$ cat config.mk
export PLATFORM = sky130hd
export DESIGN_NAME = pemp_front
export DESIGN_NICKNAME = d
export VERILOG_FILES = /design/src/rtl/core/pemp_pkg.sv /design/src/rtl/core/pemp_reduce.sv /design/src/rtl/core/pemp_front.sv
export SDC_FILE = /design/constraint.sdc
export NUM_CORES = 2
export LEC_CHECK = 0
export BUFFER_PORTS_ARGS = -buffer_cell sky130_fd_sc_hd__clkbuf_2
export CAP_MARGIN = 30
export CORE_ASPECT_RATIO = 0.75
export CORE_MARGIN = 8
export CORE_UTILIZATION = 70
export CTS_BUF_LIST = sky130_fd_sc_hd__clkbuf_16
export CTS_CLUSTER_DIAMETER = 60
export DETAILED_ROUTE_END_ITERATION = 10
export PLACE_DENSITY = 0.87
export REMOVE_ABC_BUFFERS = 1
export SLEW_MARGIN = 20
export SYNTH_ARGS = -nofsm -noshare
export SYNTH_HDL_FRONTEND = slang
export SYNTH_HIERARCHICAL = 1
export SYNTH_SLANG_ARGS = --single-unit
export TNS_END_PERCENT = 100
$ cat constraint.sdc
create_clock -name clk_i -period 29.7 [get_ports clk_i]
set_input_delay 2.97 -clock clk_i [delete_from_list [all_inputs] [get_ports clk_i]]
set_output_delay 2.97 -clock clk_i [all_outputs]
set_load 0.1 [all_outputs]
$ cat src/rtl/core/pemp_pkg.sv
// shared types, constants and helpers for the prefix expression evaluator
// no dependencies; imported by every module of the block
package pemp_pkg;

  localparam int unsigned StackDepth = 64;
  localparam int unsigned QueueDepth = 4;
  localparam int unsigned FuncW      = 3;
  localparam int unsigned OperandW   = 63;
  localparam int unsigned ValueW     = 30;
  localparam int unsigned RedInW     = 60;

  // modulus and barrett factor floor(2^60 / p)
  localparam logic [ValueW-1:0] Prime      = 30'd1000000007;
  localparam logic [63:0]       BarrettM64 = (64'd1 << 60) / 64'd1000000007;
  localparam logic [30:0]       BarrettM   = BarrettM64[30:0];

  // token kind codes on the input
  localparam logic [FuncW-1:0] FuncNum = 3'd0;
  localparam logic [FuncW-1:0] FuncAdd = 3'd1;
  localparam logic [FuncW-1:0] FuncSub = 3'd2;
  localparam logic [FuncW-1:0] FuncMul = 3'd3;

  typedef enum logic [2:0] {
    OpNum,
    OpAdd,
    OpSub,
    OpMul,
    OpBad
  } op_e;

  typedef enum logic [2:0] {
    BIdle,
    BRead,
    BMulW,
    BRed,
    BEmit
  } back_state_e;

  typedef struct packed {
    logic [FuncW-1:0]    func;
    logic [OperandW-1:0] operand_value;
    logic                final_token;
  } in_item_t;

  typedef struct packed {
    logic [ValueW-1:0] expr_value;
    logic              is_invalid;
  } out_item_t;

  // classified token, value already reduced mod p
  typedef struct packed {
    op_e               op;
    logic [ValueW-1:0] value;
    logic              final_tok;
  } tok_t;

  typedef struct packed {
    logic valid;
    tok_t tok;
  } tok_beat_t;

  // sideband carried alongside the two reduction passes
  typedef struct packed {
    op_e               op;
    logic              final_tok;
    logic [ValueW-1:0] lo;
  } ftag1_t;

  typedef struct packed {
    op_e  op;
    logic final_tok;
  } ftag2_t;

  // one conditional subtract of p
  function automatic logic [31:0] cond_sub(input logic [31:0] v);
    logic [31:0] p32;
    p32 = {2'b00, Prime};
    return (v >= p32) ? (v - p32) : v;
  endfunction

endpackage

$ cat src/rtl/core/pemp_reduce.sv
// pipelined barrett reduction of a 60-bit value mod p, four register stages
// depends on pemp_pkg; x_i must come straight from a register
module pemp_reduce #(
  parameter int unsigned TagW = 1
) (
  input  logic                        clk_i,
  input  logic                        rst_ni,
  input  logic                        en_i,
  input  logic                        valid_i,
  input  logic [pemp_pkg::RedInW-1:0] x_i,
  input  logic [TagW-1:0]             tag_i,
  output logic                        valid_o,
  output logic [pemp_pkg::ValueW-1:0] r_o,
  output logic [TagW-1:0]             tag_o
);
  import pemp_pkg::*;

  logic [3:0]        v_q;
  logic [61:0]       qm;
  logic [60:0]       qp;
  logic [30:0]       q3_q;
  logic [31:0]       xa_q;
  logic [31:0]       xb_q;
  logic [31:0]       qp_q;
  logic [31:0]       r_q;
  logic [31:0]       r1_q;
  logic [31:0]       r_fin;
  logic [TagW-1:0]   tag_q [4];

  // quotient estimate from the top 31 bits
  assign qm = {31'b0, x_i[59:29]} * {31'b0, BarrettM};
  assign qp = {30'b0, q3_q} * {31'b0, Prime};

  always_ff @(posedge clk_i or negedge rst_ni) begin
    if (!rst_ni) begin
      v_q <= '0;
    end else if (en_i) begin
      v_q <= {v_q[2:0], valid_i};
    end
  end

  always_ff @(posedge clk_i) begin
    if (en_i) begin
      q3_q     <= qm[61:31];
      xa_q     <= x_i[31:0];
      qp_q     <= qp[31:0];
      xb_q     <= xa_q;
      // remainder is below 3p, fits in 32 bits
      r_q      <= xb_q - qp_q;
      r1_q     <= cond_sub(r_q);
      tag_q[0] <= tag_i;
      tag_q[1] <= tag_q[0];
      tag_q[2] <= tag_q[1];
      tag_q[3] <= tag_q[2];
    end
  end

  assign r_fin   = cond_sub(r1_q);
  assign r_o     = r_fin[ValueW-1:0];
  assign valid_o = v_q[3];
  assign tag_o   = tag_q[3];

`ifndef SYNTHESIS
  a_red_range: assert property (@(posedge clk_i) disable iff (!rst_ni)
    valid_o |-> (r_fin < {2'b00, Prime}))
    else $error("reduction result not below p");
`endif

endmodule

$ cat src/rtl/core/pemp_front.sv
// front end: accepts tokens, classifies the kind and reduces numbers mod p
// depends on pemp_pkg and pemp_reduce; feeds the token queue
module pemp_front (
  input  logic                  clk_i,
  input  logic                  rst_ni,
  input  logic                  in_valid_i,
  output logic                  in_stall_o,
  input  pemp_pkg::in_item_t    in_data_i,
  input  logic                  full_i,
  output pemp_pkg::tok_beat_t   push_o
);
  import pemp_pkg::*;

  localparam int unsigned Tag1W = $bits(ftag1_t);
  localparam int unsigned Tag2W = $bits(ftag2_t);

  logic                en;
  logic                s0_valid_q;
  in_item_t            s0_q;
  ftag1_t              tag1;
  logic [Tag1W-1:0]    tag1_raw;
  ftag1_t              tag1_o;
  logic                red1_valid;
  logic [ValueW-1:0]   red1_r;
  logic                s1_valid_q;
  logic [RedInW-1:0]   s1_x_q;
  ftag2_t              s1_tag_q;
  logic [Tag2W-1:0]    tag2_raw;
  ftag2_t              tag2_o;
  logic                red2_valid;
  logic [ValueW-1:0]   red2_r;

  function automatic op_e classify(input logic [FuncW-1:0] f);
    op_e o;
    case (f)
      FuncNum: o = OpNum;
      FuncAdd: o = OpAdd;
      FuncSub: o = OpSub;
      FuncMul: o = OpMul;
      default: o = OpBad;
    endcase
    return o;
  endfunction

  // whole pipe holds only when a finished token cannot enter the queue
  assign en         = !(red2_valid && full_i);
  assign in_stall_o = !en;

  always_ff @(posedge clk_i or negedge rst_ni) begin
    if (!rst_ni) begin
      s0_valid_q <= 1'b0;
      s1_valid_q <= 1'b0;
    end else if (en) begin
      s0_valid_q <= in_valid_i;
      s1_valid_q <= red1_valid;
    end
  end

  always_ff @(posedge clk_i) begin
    if (en) begin
      s0_q     <= in_data_i;
      s1_x_q   <= {red1_r, tag1_o.lo};
      s1_tag_q <= '{op: tag1_o.op, final_tok: tag1_o.final_tok};
    end
  end

  assign tag1 = '{op: classify(s0_q.func), final_tok: s0_q.final_token,
                  lo: s0_q.operand_value[ValueW-1:0]};

  // first pass folds the upper 33 bits
  pemp_reduce #(.TagW(Tag1W)) u_red1 (
    .clk_i   (clk_i),
    .rst_ni  (rst_ni),
    .en_i    (en),
    .valid_i (s0_valid_q),
    .x_i     ({27'b0, s0_q.operand_value[OperandW-1:ValueW]}),
    .tag_i   (tag1),
    .valid_o (red1_valid),
    .r_o     (red1_r),
    .tag_o   (tag1_raw)
  );
  assign tag1_o = ftag1_t'(tag1_raw);

  // second pass reduces hi' * 2^30 + lo
  pemp_reduce #(.TagW(Tag2W)) u_red2 (
    .clk_i   (clk_i),
    .rst_ni  (rst_ni),
    .en_i    (en),
    .valid_i (s1_valid_q),
    .x_i     (s1_x_q),
    .tag_i   (s1_tag_q),
    .valid_o (red2_valid),
    .r_o     (red2_r),
    .tag_o   (tag2_raw)
  );
  assign tag2_o = ftag2_t'(tag2_raw);

  always_comb begin
    push_o.valid         = red2_valid && !full_i;
    push_o.tok.op        = tag2_o.op;
    push_o.tok.final_tok = tag2_o.final_tok;
    push_o.tok.value     = (tag2_o.op == OpNum) ? red2_r : '0;
  end

endmodule

### Yosys cells after proc, flatten, opt, wreduce, memory -nomap -nowiden

Memories as Yosys holds them, arrays and structs flattened. A register that Yosys moved wholly into a read port is not among the register bits.
Index checks and enable logic that the tools add are counted.

* add/sub/neg operators: 6
* multipliers: 4
* order comparisons: 4
* equality and inequality tests: 3
* multiplexer cells: 7
* reduce and logical (&&, ||, !) cells: 6

Operators with widths (number)
* $ge A32 B30 Y1 const B: 4
* $mux W30: 3
* $mul A31 B30 Y32 const B: 2
* $mux W32: 2
* $sub A32 B30 Y32 const B: 2
* $sub A32 B32 Y32: 2
* $sub A30 B30 Y30 const B: 2
* $mul A31 B28 Y59 const B: 1
* $mul A4 B28 Y32 const B: 1
* $pmux W3 S4: 1
* $eq A3 B2 Y1 const B: 2
* $logic_not A3 Y1: 2
* $eq A3 B1 Y1 const B: 1
* $logic_and A1 B1 Y1: 2
* $logic_not A1 Y1: 2
* $mux W1: 1

* flip-flop bits (word level): 519
* memory bits (writable): 152
* input port bits: 71
* output and inout bits: 36
* logic and storage cells: 52
* memories: 2

Memory list
* u_red1.tag_q: words 4, bits a word 34, read ports 4, clocked after Yosys merged registers in 1, write ports 4, line pemp_reduce.sv:28 `logic [TagW-1:0] tag_q [4];`
* u_red2.tag_q: words 4, bits a word 4, read ports 4, clocked after Yosys merged registers in 0, write ports 4, line pemp_reduce.sv:28

### Logic depth before layout (Yosys ltp)

* depth after elaboration: 3
* gate-level depth with buffers: 24
* mapped depth without buffers: 24

### By module

The synthesis kept the hierarchy.

Modules (own cells, without submodules)
* pemp_reduce (u_red1): times used 1, cells each 2885, area an instance 33694.8 um^2, sequential area each 9919.5 um^2
* pemp_reduce (u_red2): times used 1, cells each 2630, area an instance 29419.5 um^2, sequential area each 6316.1 um^2
* pemp_front: times used 1, cells each 176, area an instance 4285.4 um^2, sequential area each 3983.8 um^2

### Worst setup path after synthesis

No wires, ideal clock.

* path type: input port to output port
* start: in full_i
* end: out in_stall_o
* arrival time: 23.706 ns
* required time: 26.730 ns
* slack: 3.024 ns
* cell stages on the path: 2
* path buffers: 0
* cell sequence: nand2_1 inv_1

* cells in the longest elaborated chain, start to end: 1

RTL lines
* from (decl): line pemp_front.sv:9 `input logic full_i,`
* $logic_and A1 B1 Y1: line pemp_front.sv:46 `assign en = !(red2_valid && full_i);`
* to (decl): line pemp_front.sv:7 `output logic in_stall_o,`

Every way passes these cells.

### Final worst setup path

* start: reg s1_x_q[53]
* end: reg u_red2.q3_q[29], data pin

* cells in the longest elaborated chain, start to end: 1

RTL lines
* from (decl): line pemp_front.sv:26 `logic [RedInW-1:0] s1_x_q;`
* from (signal assigned): line pemp_front.sv:62 `s1_x_q <= {red1_r, tag1_o.lo};`
* $mul A31 B28 Y59: line pemp_reduce.sv:31 `assign qm = {31'b0, x_i[59:29]} * {31'b0, BarrettM};`
* via u_red2.qm[60]: line pemp_reduce.sv:19 `logic [61:0] qm;`
* to (signal assigned): line pemp_reduce.sv:44 `q3_q <= qm[61:31];`
* to (decl): line pemp_reduce.sv:21 `logic [30:0] q3_q;`

The timed path passes the listed nets, and every way through them passes these cells.
A chain may end at the register's enable or synchronous reset.

==> results.py <==
metrics = {
    "timing": {
        "worst_pin_slew_ns": 1.04,
        "fin_skew_ns": 0.0688,
        "period_needed_ns": 7.58,
        "slew_violations": 0,
        "grt_setup_unrepaired": "false",
        "setup_tns_ns": 0,
        "fmax_mhz": 132,
        "relSlewSlack": 0.305,
        "setup_viol": 0,
        "hold_viol": 0,
        "min_period_over_period": 0.255,
    },
    "grt": {
        "antenna_found_initial": 1,
        "overflow": 0,
        "track_usage": 0.303,
        "grt_pass1_vias": 45270,
        "grt_max_degree": 168,
        "grt_pass1_wl_mm": 252,
    },
    "detailed_routing": {
        "vias": 42587,
        "wl_per_cell_um": 21.7,
        "drtIter0Drc": 3837,
        "ant_nets": 0,
        "firstDrtPassIters": 6,
        "drc": 0,
        "vias_per_cell": 5.77,
        "drt_wl_total_mm": 160,
    },
    "critical_path": {
        "worst_setup_path_end_kind": "flip-flop",
        "arrival_ns": 7.96,
        "cp-startpoint": "s1_x_q[53]",
        "cp_cell_sequence": "inv_1 > fa_1 > inv_1 > fa_1 > fa_1 > inv_1 > fa_1 > inv_1 > fa_1 > fa_1 > inv_1 > fa_1 > inv_1 > ha_1 > and2_1 > nor3b_1 > and3_1 > a32oi_1 > a21oi_2 > a21oi_1 > or4_1 > nand3_1 > a21oi_1 > xnor2_1",
        "criticalPathCategory": "reg -> reg",
        "reg2regPathDepth": 24,
        "cp-start-kind": "flip-flop",
        "crit_path_max_incr_delay_ns": 0.64,
        "crit_fanout": 7,
        "cp_data_required_time_ns": 30.07,
        "r2r_start": "s1_x_q[53]",
        "worst_path_max_delay_cell": "edfxtp_1",
        "cp_common_cell": "fa_1",
    },
    "clock_tree": {
        "clkTransAtPathRegs_ns": 0.06,
        "cts_buffers": 69,
        "cts_root_buffer": "clkbuf_16",
        "clock_path_buffers": 3,
        "htreeDepth": 3,
        "cts_hold_buf": 0,
        "cts_sinks": 675,
        "worstSkewPairLatency_ns": 0.70,
        "cts_tree": "done",
        "postCtsSetupBuffers": 0,
        "cts_resized": 0,
    },
    "synth": {
        "syn_area_um2": 67400,
        "yosys_warnings": 6,
        "synth.most_common_cell": "inv_1",
        "synthCells": 5691,
        "avgSynthCellArea_um2": 11.8,
        "ys_seq_elements": 675,
        "synthTopCellsByArea": "edfxtp_1 30%, fa_1 26%, ha_1 20%",
        "synthDominantCellAreaShare": 0.296,
        "ys_seq_area_frac": 0.300,
        "synth_edf_count": 665,
        "yosysTopAreaCell": "edfxtp_1",
        "async_flop_share": 0.0148,
        "synthFlopType": "edfxtp_1",
        "ys_types": 82,
        "synth_common_cells": "1469 x inv_1, 1094 x ha_1, 888 x fa_1, 665 x edfxtp_1, 223 x xnor2_1",
    },
    "floorplan": {
        "initial_core_util": 0.707,
        "num_rows": 98,
        "pin_count": 107,
        "die_area_um2": 107000,
        "die_y_um": 285,
        "die_w_um": 374,
        "coreArea_um2": 95400,
    },
    "hold_path": {
        "whs_path_depth": 0,
        "worstHoldStart": "u_red1/xa_q[30]",
        "hold_path.class": "reg -> reg",
    },
    "final_layout": {
        "synthToLayoutAreaGrowth_pct": 7.90,
        "insertedDiodeCount": 0,
        "num-nets-final": 8134,
        "drive_above_1_share": 0.0481,
    },
    "placed_design": {
        "globalplace.congestion": 0.976,
        "dp_hpwl_mm": 129,
        "port_buffers": 106,
    },
    "job": {
        "drv_cap": 0,
    },
    "status": {
        "status": "completed",
    },
}
[cell usage in the layout (no fill, tap or decap), drive strengths merged, types with 129 or more instances in the layout]
master  Yosys  final
nand2     129    129
conb        1    222
xnor2     223    223
inv      1469   1483
edfxtp    665    665
fa        888    888
clkbuf     15    176
a21oi     169    169
ha       1094   1094
nor2      148    148
[path summary, 6_finish.rpt]
check                      slack [ns]         endpoint
max                             22.12  u_red2/q3_q[29]
min                              0.37  u_red1/xb_q[30]
max reg2reg                     22.12  u_red2/q3_q[29]
min reg2reg                      0.37  u_red1/xb_q[30]
max in group asynchronous       27.34    u_red1/v_q[3]
min in group asynchronous        2.16    u_red2/v_q[3]
[critical path, delay by kind of cell, from the launching register on]
family                     cells  cell delay, ns
AOI/OAI and AO/OA              4            0.74
DFF                            1            0.64
buffers and inverters          6            0.58
adders and majority gates      8            3.77
and+or+nand+nor                5            1.44
xor gates and xnor gates       1            0.13
[routing by layer]
metal	vias up	GRT usage	wire, um
li1	19185	-	-
met1	21237	0.432	68500
met2	1815	0.475	72300
met3	350	0.0677	14200
met4	0	0.0816	4880
met5	-	0	0
[area by class of cell]
cell class                      count  area, um2
Fill cell                        6023      22700
Inverter                         1469       5510
Clock inverter                     56        627
Tap cell                         1250       1560
Timing Repair Buffer              120        686
Sequential cell                   675      20200
Multi-Input combinational cell   3746      42400
Clock buffer                       69       1730
[per-stage QoR]
stage	hold WS, ns	utilization	instances	area, um2	worst slack (ns)
CTS	0.364	0.762	7382	72700	22.09
detailed placement	0.405	0.737	7257	70300	22.14
floorplan	0.400	-	5890	68100	3.02
global placement	0.401	0.737	7257	70300	22.33
finish	0.368	0.762	7385	72700	22.12
global route	0.395	0.762	7385	72700	21.75
[kinds of logic after synthesis]
kind of cell,count (synthesis),share of synthesized area
AO/OA/AOI/OAI,603,0.0594
flip-flops,675,0.300
other,1,0.0000556
XOR/XNOR,331,0.0430
adder cells (fa/ha/maj),1982,0.467
multiplexers,12,0.00200
AND/OR/NAND/NOR,596,0.0451
buffers and inverters,1491,0.0836
[registers in the layout, indices dropped and copies added (netlist names), 32 cells and up]
name	cells
u_red1/qp_q	32
u_red2/r_q	32
s0_q	67
u_red1/r_q	32
u_red1/r1_q	32
u_red2/qp_q	32
s1_x_q	60
u_red1/tag_q	136
u_red1/xa_q	32
u_red2/r1_q	32
u_red2/xb_q	32
u_red1/xb_q	32
u_red2/xa_q	32
Power is left out: the tool's default activity adds up to more than one toggle a clock period on the data nets, which glitch-free logic cannot reach.
