`config.mk`:
```
export PLATFORM = sky130hd
export DESIGN_NAME = pemp_queue
export DESIGN_NICKNAME = d
export VERILOG_FILES = /design/src/rtl/core/pemp_pkg.sv /design/src/rtl/core/pemp_queue.sv
export SDC_FILE = /design/constraint.sdc
export NUM_CORES = 1
export LEC_CHECK = 0
export BUFFER_PORTS_ARGS = -buffer_cell sky130_fd_sc_hd__buf_2
export CAP_MARGIN = 20
export CORE_MARGIN = 5
export CORE_UTILIZATION = 30
export CTS_CLUSTER_SIZE = 8
export DETAILED_ROUTE_END_ITERATION = 8
export HOLD_SLACK_MARGIN = 0.02
export PLACE_DENSITY_LB_ADDON = 0.1
export SLEW_MARGIN = 20
export SYNTH_ARGS = -nofsm -noshare
export SYNTH_HDL_FRONTEND = slang
export SYNTH_SLANG_ARGS = --single-unit
```
`constraint.sdc`:
```
create_clock -name clk_i -period 2.6 [get_ports clk_i]
set_clock_uncertainty 0.15 [all_clocks]
set_input_delay 0.39 -clock clk_i [delete_from_list [all_inputs] [get_ports clk_i]]
set_output_delay 0.39 -clock clk_i [all_outputs]
set_load 0.05 [all_outputs]
```
`src/rtl/core/pemp_pkg.sv`:
```
// shared types, constants and helpers for the prefix expression evaluator
// no dependencies; imported by every module of the block
package pemp_pkg;

  localparam int unsigned StackDepth = 64;
  localparam int unsigned QueueDepth = 4;
  localparam int unsigned FuncW      = 3;
  localparam int unsigned OperandW   = 63;
  localparam int unsigned ValueW     = 30;
  localparam int unsigned RedInW     = 60;

  // modulus and barrett factor floor(2^60 / p)
  localparam logic [ValueW-1:0] Prime      = 30'd1000000007;
  localparam logic [63:0]       BarrettM64 = (64'd1 << 60) / 64'd1000000007;
  localparam logic [30:0]       BarrettM   = BarrettM64[30:0];

  // token kind codes on the input
  localparam logic [FuncW-1:0] FuncNum = 3'd0;
  localparam logic [FuncW-1:0] FuncAdd = 3'd1;
  localparam logic [FuncW-1:0] FuncSub = 3'd2;
  localparam logic [FuncW-1:0] FuncMul = 3'd3;

  typedef enum logic [2:0] {
    OpNum,
    OpAdd,
    OpSub,
    OpMul,
    OpBad
  } op_e;

  typedef enum logic [2:0] {
    BIdle,
    BRead,
    BMulW,
    BRed,
    BEmit
  } back_state_e;

  typedef struct packed {
    logic [FuncW-1:0]    func;
    logic [OperandW-1:0] operand_value;
    logic                final_token;
  } in_item_t;

  typedef struct packed {
    logic [ValueW-1:0] expr_value;
    logic              is_invalid;
  } out_item_t;

  // classified token, value already reduced mod p
  typedef struct packed {
    op_e               op;
    logic [ValueW-1:0] value;
    logic              final_tok;
  } tok_t;

  typedef struct packed {
    logic valid;
    tok_t tok;
  } tok_beat_t;

  // sideband carried alongside the two reduction passes
  typedef struct packed {
    op_e               op;
    logic              final_tok;
    logic [ValueW-1:0] lo;
  } ftag1_t;

  typedef struct packed {
    op_e  op;
    logic final_tok;
  } ftag2_t;

  // one conditional subtract of p
  function automatic logic [31:0] cond_sub(input logic [31:0] v);
    logic [31:0] p32;
    p32 = {2'b00, Prime};
    return (v >= p32) ? (v - p32) : v;
  endfunction

endpackage

```
`src/rtl/core/pemp_queue.sv`:
```
// short token queue between front and back
// depends on pemp_pkg
module pemp_queue (
  input  logic                clk_i,
  input  logic                rst_ni,
  input  pemp_pkg::tok_beat_t push_i,
  output logic                full_o,
  input  logic                pop_i,
  output pemp_pkg::tok_beat_t head_o
);
  import pemp_pkg::*;

  localparam int unsigned PtrW = $clog2(QueueDepth);
  localparam int unsigned CntW = $clog2(QueueDepth + 1);

  tok_t            mem_q [QueueDepth];
  logic [PtrW-1:0] wr_ptr_q;
  logic [PtrW-1:0] rd_ptr_q;
  logic [CntW-1:0] cnt_q;
  logic            do_push;
  logic            do_pop;

  assign full_o  = (cnt_q == CntW'(QueueDepth));
  assign do_push = push_i.valid && !full_o;
  assign do_pop  = pop_i && (cnt_q != '0);

  always_ff @(posedge clk_i or negedge rst_ni) begin
    if (!rst_ni) begin
      wr_ptr_q <= '0;
      rd_ptr_q <= '0;
      cnt_q    <= '0;
    end else begin
      if (do_push) begin
        wr_ptr_q <= wr_ptr_q + PtrW'(1);
      end
      if (do_pop) begin
        rd_ptr_q <= rd_ptr_q + PtrW'(1);
      end
      case ({do_push, do_pop})
        2'b10:   cnt_q <= cnt_q + CntW'(1);
        2'b01:   cnt_q <= cnt_q - CntW'(1);
        default: cnt_q <= cnt_q;
      endcase
    end
  end

  always_ff @(posedge clk_i) begin
    if (do_push) begin
      mem_q[wr_ptr_q] <= push_i.tok;
    end
  end

  assign head_o.valid = (cnt_q != '0);
  assign head_o.tok   = mem_q[rd_ptr_q];

endmodule

```
======== Word-level counts from Yosys, hierarchy flattened ========
Memory sizes are Yosys's and may differ from the RTL's.
Cells that the tools add are included.
storage, ports and cells
  memories ................................ 1
  output and inout port bits .............. 36
  bits in writable memories ............... 136
  flip-flop bits (word level) ............. 7
  input port bits ......................... 38
  word-level logic and storage cells ...... 19
memory list
  memory  depth  bits a word  rd ports  clocked after Yosys merged registers in  write ports  line              source
  mem_q   4      34           1         0                                        1            pemp_queue.sv:16  tok_t mem_q [QueueDepth];
operators by class
  equal/unequal tests ..................... 3
  add/subtract/negate cells ............... 4
  reduce and logical (&&, ||, !) cells .... 5
  muxes and demuxes ....................... 3
operator list
  operator                                             count
  one-hot mux 3 bit (2 select lines)                   1
  adder 2 x 1 -> 2 bit, second input constant          2
  adder 3 x 1 -> 3 bit, second input constant          1
  equality test 3 bit, second input constant           1
  nonzero test 3 bit                                   1
  subtractor 3 x 1 -> 3 bit, second input constant     1
  equality test 2 x 1 -> 1 bit, second input constant  1
  equality test 2 bit, second input constant           1
  logical AND 1 bit                                    2
  2-to-1 mux 1 bit                                     2
  nonzero test 2 bit                                   1
  zero test 1 bit                                      1

======== Logic depth before layout (Yosys ltp) ========
Gate-level depths: netlist of the first run.
  depth in word-level cells ............... 5
  mapped depth ............................ 9
  gate-level depth less buffers ........... 9

======== Worst setup path before layout of the first run ========
Ideal clock, no wire load.
  path type ............................... reg-to-reg
  start ................................... register cnt_q[0]
  end ..................................... register cnt_q[2]
  period minus slack after synthesis ...... 2.598 ns
  setup slack ............................. 0.002 ns
  data required time ...................... 2.371 ns
  path buffers ............................ 0
  library setup time ...................... 0.079 ns
  cell stages (with the launch flop) ...... 10
  data arrival time ....................... 2.369 ns
  path through ............................ dfrtp_1 nor3b_2 nor2b_2 inv_1 ha_1 inv_1 fa_1 xor2_1 nor2_1 xor2_1
on the way
  word-level cells in the longest chain between the ends .. 5
  elaborated cells on any way between the ends .. 11
  classes of those cells .................. add/sub (2); eq/ne (3); mux (1); reduce/logical (5)
ends and longest elaborated chain
  element                                                                   line              source
  from (decl)                                                               pemp_queue.sv:19  logic [CntW-1:0] cnt_q;
  from (signal assigned)                                                    pemp_queue.sv:40  2'b10: cnt_q <= cnt_q + CntW'(1);
  from (signal assigned)                                                    pemp_queue.sv:41  2'b01: cnt_q <= cnt_q - CntW'(1);
  from (signal assigned)                                                    pemp_queue.sv:42  default: cnt_q <= cnt_q;
  equality test 3 bit *                                                     pemp_queue.sv:23  assign full_o = (cnt_q == CntW'(QueueDepth));
  net full_o                                                                pemp_queue.sv:7   output logic full_o,
  zero test 1 bit *                                                         pemp_queue.sv:24  assign do_push = push_i.valid && !full_o;
  logical AND 1 bit *                                                       pemp_queue.sv:24
  equality test 2 x 1 -> 1 bit or equality test 2 bit (tied branches)       pemp_queue.sv:39  case ({do_push, do_pop})
  one-hot mux 3 bit (2 select lines) or nonzero test 2 bit (tied branches)  --
Mark *: on every way through the listed nets, which the timed path passes. The rest lies on a longest branch.
A chain may end at the register's enable or synchronous reset.

==> results of run 1 <==
## power by group
group,switching (mW),leakage (nW),total (mW),internal (mW)
Combinational,2.31,0.748,3.38,1.07
Clock,0.840,0.254,2.13,1.29
Sequential,0.128,1.33,3.19,3.06
Total,3.28,2.33,8.70,5.42
## cells by family (layout without fill, tap and decap cells)
kind of cell,Yosys count,in the layout,synth area share
AND/OR/NAND/NOR,9,9,0.0111
AO/OA/AOI/OAI,1,1,0.00163
buffers and inverters,14,124,0.0211
XOR/XNOR,6,6,0.00976
adder cells (fa/ha/maj),6,6,0.0153
flip-flops,143,143,0.791
multiplexers,36,36,0.150
## state kept, by name (all words and copies together) (netlist names)
signal / cells
rd_ptr_q: 2
wr_ptr_q: 2
mem_q: 136
cnt_q: 3
## synth_stat cells
library cell	number	area, um^2
xor2_1	3	26.3
ha_1	5	62.6
nand2_1	1	3.75
o31a_1	1	8.76
fa_1	1	20.0
buf_6	1	11.3
nor3b_2	1	12.5
and2_1	4	25.0
nor2b_2	1	8.76
buf_2	4	20.0
mux2_2	1	11.3
xnor2_1	3	26.3
mux4_2	28	631
edfxtp_1	136	4080
mux2i_1	1	10.0
nor2_1	1	3.75
buf_12	3	60.1
or3_1	1	6.26
inv_1	6	22.5
dfrtp_1	7	175
mux4_1	6	158
## final cells by class
class,count,area (um^2),area share
Tap cell,229,287,0.0432
Multi-Input combinational cell,58,1020,0.154
Clock buffer,22,444,0.0670
Clock inverter,9,70.1,0.0106
Sequential cell,143,4260,0.643
Timing Repair Buffer,87,527,0.0794
Inverter,6,22.5,0.00340
## worst max path at each step
stage                       to  slack (ps)
CTS                 head_o[33]          30
finish              head_o[33]         170
global placement    head_o[28]         490
detailed placement  head_o[33]         480
global route        head_o[33]          70
floorplan             cnt_q[2]           2
## through the flow
step / util / area (um^2) / total power [mW]
after floorplan: - / 5390 / 5.87
after global placement: 0.342 / 6100 / 6.69
after detailed placement: 0.342 / 6100 / 6.71
after CTS: 0.371 / 6630 / 8.88
after global routing: 0.372 / 6630 / 9.16
final: 0.372 / 6630 / 8.70
## routing by layer
metal  share of wire  routed length [um]  vias up
li1                -                   -     1101
met1            0.45                4680     1250
met4           0.014                 141        0
met3           0.060                 615        8
met2            0.47                4890       57
met5               0                   0        -
## timing repair
action	4_1_cts	5_1_grt
resized for setup	0	1
hold endpoints to repair	7	0
setup endpoints to repair	0	3
hold buffers	1	0
==> summary.md, run 1 <==
| Metric | Value |
|---|---|
| Unrepaired setup endpoints after global routing | `no` |
| Crit path max-delay cell type | `mux4_1` |
| Slew headroom | `0.737` |
| Achievable clock frequency | `0.411 GHz` |
| Accumulated negative setup slack | `0 ps` |
| GR Layer Usage met1 | `0.140` |
| Most frequent cells in the layout | `edfxtp_1, buf_2, mux4_2` |
| Number of standard cells in the layout, taps in and fillers out | `554` |
| Vias in the first global route | `2,687` |
| Launching element of the worst setup path | `rd_ptr_q[0]` |
| Number of detailed-routing iterations run before antenna repair | `4` |
| M2 GR Usage | `0.162` |
| Ordered cell list for the critical path | `buf_6 -> mux4_1 -> buf_2` |
| Synthesis Warnings | `0` |
| Share of the clock period used by the worst path after layout | `0.936` |
| Latest clock arrival within the worst-skew pair | `410 ps` |
| Mapped cell area | `0.00539 mm^2` |
| GRT Total Usage | `0.108` |
| Endpoint of the worst-slack reg-to-reg timing path | `cnt_q[2]` |
| Filler instances | `1,650` |
| Antenna violations before repair | `0` |
| Starting Density | `0.302` |
| Die Span X | `144 um` |
| CTS Buf Count | `17` |
| Hold Path Origin | `push_i[25]` |
| Power per Cell Area | `1310 mW/mm^2` |
| Number of nets in the layout | `357` |
| Routed WL | `10.3 mm` |
| Detailed-route via count | `2,416` |
| PortBufs | `73` |
| Share of layout cells above drive strength 1 | `0.449` |
| Area growth from synthesis to layout | `23.1%` |
| Maximum fanout along the worst path | `17` |
| Worst r2r src | `cnt_q[0]` |
| Total buffers and inverters traversed by the critical path | `2` |
| Num ports | `74` |
| Number of failing setup endpoints in the final timing report | `0` |
| Final number of max-transition violations | `0` |
| Drt via density | `4.36` |
| Clock edge transition at the registers on the reported setup and hold paths | `50 ps` |
| Floorplan Core Area | `0.0178 mm^2` |
| Biggest cell delay along the critical path | `610 ps` |
| Die Ht | `144 um` |
| Endpoints failing hold | `0` |
| Largest buffer count on any clock path | `2` |
| Worst path top cell family by delay | `multiplexers` |
| Slew of the pin with the lowest slew margin | `395 ps` |
| Count of distinct cell types in the synthesized netlist | `21` |
| Setup slack after placement | `479 ps` |
| Data arrival time of the critical path | `1890 ps` |
| Setup CP Type | `reg -> out` |
| GPL Wtd Cong | `0.676` |
| Largest net degree at the start of global routing | `24` |
| Flip-flop and latch count after synthesis | `143` |
| Post-CTS setup buffer count | `0` |
| Run status | `finished clean` |
| Leak pwr | `2.33 nW` |
| DRT iter0 DRCs | `100` |
| Critical Path Sink Type | `output pin` |
| Crit start category | `flip-flop` |
| Average wire length per cell after detail routing | `18.6 um` |
| Post-placement cell count | `522` |
| Critical path depth | `3` |
| Hold path endpoint | `mem_q[0][25]` |
| Classification of the worst-slack hold path | `in -> reg` |
| Final critical delay including setup and external delays | `2430 ps` |
| DRT antenna net count | `0` |
| Most frequent standard cell in the layout excluding fill and tap cells | `edfxtp_1` |
| Tightest hold margin | `41.2 ps` |
| Reg2reg setup slack | `500 ps` |
| Worst Slack Setup Final | `167 ps` |
| Maxcap violations | `0` |
| Final routed DRC violation total | `0` |
| Final HPWL DP | `6.62 mm` |
| Overflow left after global routing | `0` |
| Master cell of the clock root buffer | `clkbuf_16` |
| Mean instance size in the synthesized netlist | `25.1 um^2` |
| Wire length of the first global-routing pass | `16.0 mm` |
| Logic depth of the worst register-to-register path | `9` |
| Worst path required time | `2060 ps` |
| Post-Synthesis Net Count | `259` |
| Area enclosed by the die boundary | `0.0207 mm^2` |
| Row cnt | `49` |
| Hold depth | `1` |
| Cell count after synthesis | `215` |
| H-tree levels | `4` |
| Number of sinks on the clock net | `143` |
| Busiest layer in global routing | `met2` |
| Antenna cells | `0` |
| Seq/Total Area, Yosys | `0.791` |
| Max rail drop VDD | `531 uV` |
| Global-route met3 utilization | `0.0450` |
| CTS tree | `built` |
(Power assumes the default switching activity.)
==> run 2, diff against run 1 <==
Settings changed: BUFFER_PORTS_ARGS -buffer_cell sky130_fd_sc_hd__buf_2 to -buffer_cell sky130_fd_sc_hd__buf_4, CTS_BUF_LIST set to sky130_fd_sc_hd__clkbuf_2.
==> summary.md, run 2 (synthesis results as in run 1) <==
| Metric | Value |
|---|---|
| Top reg by flops | `mem_q` |
| Hold depth | `2 (+1)` |
| Data arrival time of the critical path | `2140 ps (+250 ps)` |
| Routed WL | `11.0 mm (+6.6%)` |
| Unrepaired setup endpoints after global routing | `yes` |
| Drt via density | `4.28 (-2.0%)` |
| Classification of the worst-slack hold path | `in -> reg` |
| Setup slack after placement | `438 ps (-41.3 ps)` |
| Logic depth of the worst register-to-register path | `9 (unchanged)` |
| Final number of max-transition violations | `0 (unchanged)` |
| Fin util | `0.401 (+0.0289)` |
| Clock edge transition at the registers on the reported setup and hold paths | `200 ps (+150 ps)` |
| Setup CP Type | `reg -> out` |
| Run status | `finished, violations left` |
| Most frequent cells in the layout | `edfxtp_1, buf_4, dlygate4sd3_1` |
| Final HPWL DP | `6.29 mm (-5.0%)` |
| Hold Path Origin | `push_i[19]` |
| Share of layout cells above drive strength 1 | `0.447 (-0.00179)` |
| Final critical delay including setup and external delays | `2680 ps (+249 ps)` |
| Area growth from synthesis to layout | `32.7%` |
| Max rail drop VDD | `483 uV (-9.0%)` |
| Wire length of the first global-routing pass | `16.7 mm (+4.4%)` |
| Total power draw | `8.72 mW (+0.22%)` |
| Latest clock arrival within the worst-skew pair | `660 ps (+250 ps)` |
| Row cnt | `49 (unchanged)` |
| Number of detailed-routing iterations run before antenna repair | `4 (unchanged)` |
| Leak pwr | `2.52 nW (+8.1%)` |
| Failing checks | `setup timing` |
| Worst r2r src | `cnt_q[0]` |
| Die Span X | `144 um (unchanged)` |
| Accumulated negative setup slack | `-1370 ps (-1370 ps)` |
| Post-placement cell count | `522 (unchanged)` |
| H-tree levels | `4 (unchanged)` |
| Worst path required time | `2060 ps (about the same)` |
| DRT iter0 DRCs | `119 (+19%)` |
| Largest registers | `mem_q (136), cnt_q (3)` |
| Critical Path Sink Type | `output pin` |
| Maxcap violations | `0 (unchanged)` |
| Share of the clock period used by the worst path after layout | `1.03 (+0.0956)` |
| Worst Slack Setup Final | `-81.3 ps (-249 ps)` |
| Starting Density | `0.302 (unchanged)` |
| Hold path endpoint | `mem_q[1][19]` |
| Largest buffer count on any clock path | `2 (unchanged)` |
| Number of sinks on the clock net | `143 (unchanged)` |
| Finished layout cell area | `0.00715 mm^2 (+7.8%)` |
| Reg2reg setup slack | `410 ps (-90 ps)` |
| Maximum fanout along the worst path | `5 (-12)` |
| Overflow left after global routing | `0 (unchanged)` |
| GPL Wtd Cong | `0.678 (+0.22%)` |
| DRT antenna net count | `0 (unchanged)` |
| Average wire length per cell after detail routing | `18.3 um (-1.9%)` |
| Number of flip-flops in the largest register | `136 (unchanged)` |
| Slew of the pin with the lowest slew margin | `431 ps (+36.0 ps)` |
| GRT Total Usage | `0.113 (+0.00544)` |
| Slew headroom | `0.713 (-0.0240)` |
| Floorplan Core Area | `0.0178 mm^2 (unchanged)` |
| Endpoint of the worst-slack reg-to-reg timing path | `cnt_q[2]` |
| Number of standard cells in the layout, taps in and fillers out | `602 (+8.7%)` |
| Most frequent standard cell in the layout excluding fill and tap cells | `edfxtp_1` |
| Final routed DRC violation total | `0 (unchanged)` |
| Endpoints failing hold | `0 (unchanged)` |
| Detailed-route via count | `2,574 (+6.5%)` |
| Master cell of the clock root buffer | `clkbuf_2` |
| Tightest hold margin | `307 ps (+266 ps)` |
| Crit start category | `flip-flop` |
| Die Ht | `144 um (unchanged)` |
| Antenna violations before repair | `1 (+1)` |
| Vias in the first global route | `2,818 (+4.9%)` |
| Placed standard-cell area | `0.00626 mm^2 (+2.6%)` |
| Power per Cell Area | `1220 mW/mm^2 (-7.0%)` |
| Largest net degree at the start of global routing | `26 (+8.3%)` |
| Area enclosed by the die boundary | `0.0207 mm^2 (unchanged)` |
| Number of nets in the layout | `402 (+13%)` |
| Num ports | `74 (unchanged)` |
| CTS Buf Count | `17 (unchanged)` |
| Number of failing setup endpoints in the final timing report | `25 (+25)` |
| Achievable clock frequency | `0.373 GHz (-9.3%)` |
| PortBufs | `73 (unchanged)` |
| CTS tree | `built` |
==> run 2: where the power goes <==
| group | internal, mW | leakage [nW] | switching (mW) | total (mW) |
|---|---|---|---|---|
| Sequential | 3.05 | 1.33 | 0.142 | 3.19 |
| Clock | 0.527 | 0.138 | 0.752 | 1.28 |
| Combinational | 1.76 | 1.05 | 2.48 | 4.25 |
==> run 2: layer usage <==
layer	vias up	GRT usage	wire length (um)
li1	1185	-	-
met1	1322	0.141	4780
met2	57	0.187	5590
met3	10	0.0403	517
met4	0	0.0327	121
met5	-	0	0
==> run 2: worst max-delay path by stage <==
stage	start	end	slack, ps	cells after the start
after floorplan	cnt_q[0]	cnt_q[2]	2	9
after global routing	rd_ptr_q[0]	head_o[19]	-260	4
after detailed placement	cnt_q[0]	cnt_q[2]	440	9
after global placement	rd_ptr_q[0]	head_o[28]	540	3
after CTS	rd_ptr_q[0]	head_o[19]	-190	4
final	rd_ptr_q[0]	head_o[8]	-80	4
==> run 2: worst max-delay path: stages, from the launching register on <==
cell,delay [ps]
dfrtp_2,500
buf_6,150
buf_16,120
mux4_2,530
buf_8,170
==> run 2: timing repair <==
item                                   in CTS  in global routing
setup buffers                               4                  0
resized for setup                          43                  5
gates cloned                                3                  2
setup endpoints to repair                  34                 34
endpoints found under the hold margin     146                  0
hold buffers                               38                  0
==> run 2: cell type report <==
| cell class | count | area [um^2] |
|---|---|---|
| Multi-Input combinational cell | 58 | 996 |
| Clock buffer | 19 | 95.1 |
| Fill cell | 1614 | 10700 |
| Clock inverter | 13 | 146 |
| Tap cell | 229 | 287 |
| Inverter | 6 | 22.5 |
| Antenna cell | 2 | 5.00 |
| Timing Repair Buffer | 132 | 1330 |
| Sequential cell | 143 | 4260 |
